==> config.mk <==
export PLATFORM = sky130hd
export DESIGN_NAME = rpd_sqrt
export DESIGN_NICKNAME = d
export VERILOG_FILES = /design/src/sv/rpd_pkg.sv /design/src/sv/rpd_sqrt.sv
export SDC_FILE = /design/constraint.sdc
export NUM_CORES = 2
export LEC_CHECK = 0
export BUFFER_PORTS_ARGS = -buffer_cell sky130_fd_sc_hd__buf_2
export CORE_MARGIN = 1
export CORE_UTILIZATION = 60
export CTS_CLUSTER_SIZE = 14
export DETAILED_ROUTE_END_ITERATION = 6
export GPL_ROUTABILITY_DRIVEN = 0
export PLACE_DENSITY = 0.76
export SLEW_MARGIN = 20
export SYNTH_ARGS = -nofsm -noshare
export SYNTH_HDL_FRONTEND = slang
export SYNTH_MEMORY_MAX_BITS = 65536
export SYNTH_SLANG_ARGS = --single-unit
export TNS_END_PERCENT = 1
==> constraint.sdc <==
create_clock -name i_clk -period 10.85 [get_ports i_clk]
set_clock_uncertainty 0.15 [all_clocks]
set_input_delay 1.085 -clock i_clk [delete_from_list [all_inputs] [get_ports i_clk]]
set_output_delay 1.085 -clock i_clk [all_outputs]
set_load 0.005 [all_outputs]
==> src/sv/rpd_pkg.sv <==
package rpd_pkg;

    localparam int FRAC_BITS_DEF  = 16;
    localparam int COORD_BITS_DEF = 32;
    // fraction bits of the unit direction vector
    localparam int UNIT_BITS      = 30;
    localparam int REG_IDX_BITS   = 3;

    typedef enum logic [REG_IDX_BITS-1:0] {
        REG_CENTER_X      = 3'd0,
        REG_CENTER_Y      = 3'd1,
        REG_CENTER_Z      = 3'd2,
        REG_RAISE_GAIN    = 3'd3,
        REG_RADIAL_OFFSET = 3'd4
    } t_reg_idx;

endpackage

==> src/sv/rpd_sqrt.sv <==
module rpd_sqrt #(
    parameter int SBW = 8
) (
    input  logic                             i_clk,
    input  logic                             i_rst_n,
    input  logic                             i_en,
    input  logic                             i_vld,
    input  logic [2*rpd_pkg::UNIT_BITS+1:0]  i_x,
    input  logic [SBW-1:0]                   i_sb,
    output logic                             o_vld,
    output logic [rpd_pkg::UNIT_BITS:0]      o_root,
    output logic [SBW-1:0]                   o_sb
);
    import rpd_pkg::*;

    localparam int NS = UNIT_BITS + 1;
    localparam int XW = 2 * NS;
    localparam int RW = NS + 3;

    logic [NS-1:0]  r_vld;
    logic [XW-1:0]  r_x [NS];
    logic [RW-1:0]  r_rem [NS];
    logic [NS-1:0]  r_root [NS];
    logic [SBW-1:0] r_sb [NS];

    // one root bit per stage, two radicand bits consumed
    for (genvar s = 0; s < NS; s++) begin : g_step
        logic [XW-1:0] x_in;
        logic [RW-1:0] rem_in;
        logic [NS-1:0] root_in;
        logic [RW-1:0] rem_sh;
        logic [RW-1:0] trial;
        logic          ge;

        if (s == 0) begin : g_first
            assign x_in    = i_x;
            assign rem_in  = '0;
            assign root_in = '0;
        end else begin : g_next
            assign x_in    = r_x[s-1];
            assign rem_in  = r_rem[s-1];
            assign root_in = r_root[s-1];
        end

        assign rem_sh = {rem_in[RW-3:0], x_in[XW-1 -: 2]};
        assign trial  = RW'({root_in, 2'b01});
        assign ge     = rem_sh >= trial;

        always_ff @(posedge i_clk) begin
            if (i_en) begin
                r_x[s]    <= x_in << 2;
                r_rem[s]  <= ge ? (rem_sh - trial) : rem_sh;
                r_root[s] <= {root_in[NS-2:0], ge};
                r_sb[s]   <= (s == 0) ? i_sb : r_sb[s == 0 ? 0 : s-1];
            end
        end
    end

    always_ff @(posedge i_clk) begin
        if (!i_rst_n) begin
            r_vld <= '0;
        end else if (i_en) begin
            r_vld <= {r_vld[NS-2:0], i_vld};
        end
    end

    assign o_vld  = r_vld[NS-1];
    assign o_root = r_root[NS-1];
    assign o_sb   = r_sb[NS-1];
endmodule

# Word level (Yosys, flattened, before mapping)
# Memories as Yosys holds them, arrays and structs flattened.
# Index checks and enable logic that the tools add are counted.
# W data, S select, Z words.
[totals] regBits=31 latch_bits=0 mem_bits_rw=4123 mem_bits_ro=0 input_bits=74 out_inout_bits=40 elab_cells=100 n_memories=4
[mem_list] memory="r_x" depth=31 word_bits=60 read_ports=30 rd_clocked_by_memory_dff=0 write_ports=31 line_no="rpd_sqrt.sv:21" rtl="logic [XW-1:0] r_x [NS];"
[mem_list] memory="r_rem" depth=31 word_bits=34 read_ports=30 rd_clocked_by_memory_dff=0 write_ports=31 line_no="rpd_sqrt.sv:22" rtl="logic [RW-1:0] r_rem [NS];"
[mem_list] memory="r_root" depth=31 word_bits=31 read_ports=31 rd_clocked_by_memory_dff=0 write_ports=31 line_no="rpd_sqrt.sv:23" rtl="logic [NS-1:0] r_root [NS];"
[mem_list] memory="r_sb" depth=31 word_bits=8 read_ports=31 rd_clocked_by_memory_dff=0 write_ports=31 line_no="rpd_sqrt.sv:24" rtl="logic [SBW-1:0] r_sb [NS];"
[classes] n_addsub=31 multipliers=0 n_div=0 order_cmp=31 eq_ne=0 shifts=0 muxes=33 n_bitwise=0 reduce_logical=0
[ops] operator="$mux W34" n=31
[ops] operator="$ge A34 B33 Y1" n=30
[ops] operator="$sub A34 B33 Y34" n=30
[ops] operator="$sub A2 B1 Y3 const B" n=1
[ops] operator="$ge A2 B1 Y1 const B" n=1
[ops] operator="$mux W1" n=2

# Depth between registers and ports, before layout
# An unclocked memory read counts as a cell.
[logic_depth] word_depth=3 ltp_mapped=15 ltp_nobuf=12

# Worst setup path after synthesis
# No wires, ideal clock.
[synth_path] path_type="register to register" startpoint="memory r_rem[0][250] (netlist bit)" endpoint="memory r_rem[0][291] (netlist bit) (data pin)" setup_time_ns=0.271 t_arrival_ns=3.368 required_ns=10.429 slack_ns=7.061 stages_incl_launch_ff=11 n_path_buf=1 period_less_slack_ns=3.789 cell_sequence="edfxtp_1 -> nor4_1 -> nor4b_1 -> or4b_1 -> or3_4 -> or4b_4 -> a2111oi_4 -> or3_1 -> buf_4 -> nor4_1 -> xor2_1"
[synth_lines] element="start: declaration" line_no="rpd_sqrt.sv:22"

==> metrics.txt <==
outcome=finished with violations; failing checks=DRC; final hold vios=0; number of global-route vias before repair=68.9k; met2 usage=38.4%; Yosys reg bits=2618; Worst VDD drop=186 uV; Boundary Pins=114; share of layout cells above drive strength 1=7.49%; hold_buf cts=0; Hold EP=r_x[0][13]; Hold WC Path Type=in -> reg; Post-CTS Resized=0; gr usage total=22.3%; reg-to-reg setup timing slack=6.26 ns; met1 GRT Util=27.5%; Post-Route Utilization=67.0%; unrepaired setup endpoints after global routing=no; hold path start=i_x[13]; Initial DRC Count=6112; post-route minimum period=4.59 ns; Worst EP arrival=5.08 ns; Pleak=49.6 nW; Worst Reg-to-Reg Cells=10; die width=445 um; gr ovfl total=0; Slew HR=20.3%; via/cell ratio=5.88; initial antenna violation count=3; CTS Root Buffer Type=clkbuf_16; r2r endpoint=r_rem[0][294]; CP Launch Type=flop; worst-case clock buffer depth=4; Mapped Nets=9426; PortBufs=113; H-tree Lvls=5; Filler cells=13.5k; worst hold slack=0.187 ns; Power Density=216 nW/um^2; Routed WL=223 mm; fin cells=11.9k; final setup fails=0; CTS Sinks=2618; R2R Path Start=r_rem[0][250]; antenna viol nets, final=0; post-synthesis sequential area ratio=66.5%; DRC=2; DR pass1 iterations=7; first-pass GRT wire length=355 mm; Clk Latency, worst-skew pair=0.92 ns; routed length per instance=18.7 um; Nets=9676; Distinct cells, synth=87; CTS tree=built; dpl cells=11.4k; Setup TNS Final=0 ns; M3 GR Usage=3.46%; Cell Rows=162; fin crit share=42.3%; Slew Viols, Final=0; GR peak layer=met2; Area Growth Syn to Fin=10.8%; Top FF cell, synth=edfxtp_1; crit path kind=reg -> reg; Post-Synthesis Cells=8824; fmax=218 MHz; Final Power=28.2 mW; vias post-DR=70.0k; yosys warns=0; Async S/R FF share, synth=0%; Critical Path Sink Type=flop; largest net degree at the start of global routing=199; Num CTS Buffers=288; Post-synth EDFFs=2587; hold depth=1; Req. time, crit path=11.34 ns; Core ar.=195000 um^2; clock edge transition at the registers on the reported setup and hold paths=0.06 ns; maximum fanout along the worst path=17; Initial Utilization=60.4%; Die Ht=445 um; max_cap viols=0; Slew @ Worst Pin=1.20 ns; Syn Area/Cell=13.4 um^2; placed wire-length estimate=153 mm; setup bufs post-CTS=0; Cell Area, Synth=118000 um^2; Die ar.=198000 um^2
[cells in the mapped netlist, drive strengths merged, types with 35 or more instances]
cell type	n	area (um^2)
a21oi	509	2550
clkbuf	178	668
nor2b	101	632
or4	53	398
nor2	503	1890
edfxtp	2587	77700
mux2	75	845
o21a	98	736
and2	35	219
ha	528	6610
a31oi	40	250
xor2	385	3370
nand2	587	2210
nor4	103	644
o21bai	49	368
or3	65	412
nand3	136	681
nand2b	110	688
o211ai	42	315
mux2i	37	370
o31ai	57	428
xnor2	382	3350
inv	674	2530
nand4	96	601
o21ai	467	2340
and3	48	300
nor3	210	1050
a21o	238	1790
a211oi	39	293
[cell families after synthesis]
group | after synthesis | synth area share (%)
other | 1 | 0.00318
AO/OA/AOI/OAI | 1748 | 9.25
flip-flops | 2618 | 66.5
buffers and inverters | 863 | 2.76
XOR/XNOR | 767 | 5.70
adder cells (fa/ha/maj) | 528 | 5.61
AND/OR/NAND/NOR | 2187 | 9.19
multiplexers | 112 | 1.03
[metrics by stage]
step                      instance area (um^2)  setup slack, ns
final                                   131000             6.26
after detailed placement                122000             6.33
after floorplan                         118000             7.06
after CTS                               131000             6.35
after global routing                    131000             6.03
after global placement                  122000             6.50
[report_power, final]
group / internal, mW / switching (mW) / total, mW
logic: 2.20 / 3.14 / 5.35
clock network: 5.64 / 3.72 / 9.36
registers: 12.7 / 0.772 / 13.5
total: 20.5 / 7.63 / 28.2
[layout make-up]
type                    instances  area [um^2]  share of cell area (%)
well taps                    2624         3280                    2.51
clock buffers                 348         7740                    5.93
inverters                     674         2530                    1.94
flip-flops and latches       2618        78300                    60.0
repair buffers                149         1000                   0.770
diodes                          2         5.00                 0.00383
clock inverters               134         1310                    1.00
multi-input cells            5343        36400                    27.9
[cell usage in the layout (no fill, tap or decap), types with 47 or more instances in the layout]
master     count
inv_1        672
o21a_1        98
xor2_1       385
o21bai_1      49
clkinv_1      48
nor2b_1      101
nand2_1      586
buf_2        112
nand2b_1     110
edfxtp_1    2587
nand4_1       96
xnor2_1      382
or3_1         64
and3_1        47
or4_1         53
ha_1         528
a21o_1       238
nor4_1       103
nand3_1      136
o31ai_1       56
o21ai_0      466
nor3_1       209
nor2_1       503
clkbuf_16    300
mux2_2        75
a21oi_1      508
[critical path: stages (launching register included)]
cell	delay [ns]
edfxtp_1	0.42
nor4_1	0.50
nor4b_1	0.44
or4b_1	0.53
or3_4	0.37
or4b_4	0.53
a2111oi_4	0.57
inv_2	0.29
nand2_2	0.27
nor4_1	0.10
xor2_1	0.15
[metal layers]
metal  share of wire, %  routed length (um)
met3                5.0               11300
met1                 40               90200
met5             0.0058                  13
met2                 50              111000
met4                4.7               10400
[sequential cells by signal, indices dropped and copies added (netlist names)]
register and count:
r_vld 31, r_x 930, r_rem 913, r_sb 248
r_root 496
[worst max-delay path by stage]
stage | start | endpoint | slack (ns)
global placement | r_rem[0][250] | r_rem[0][294] | 6.50
finish | r_rem[0][250] | r_rem[0][294] | 6.26
detailed placement | r_rem[0][250] | r_rem[0][294] | 6.33
global route | r_rem[0][250] | r_rem[0][296] | 6.03
floorplan | r_rem[0][250] | r_rem[0][291] | 7.06
CTS | r_rem[0][250] | r_rem[0][294] | 6.35
No activity file was read; power rests on OpenSTA's default activity.
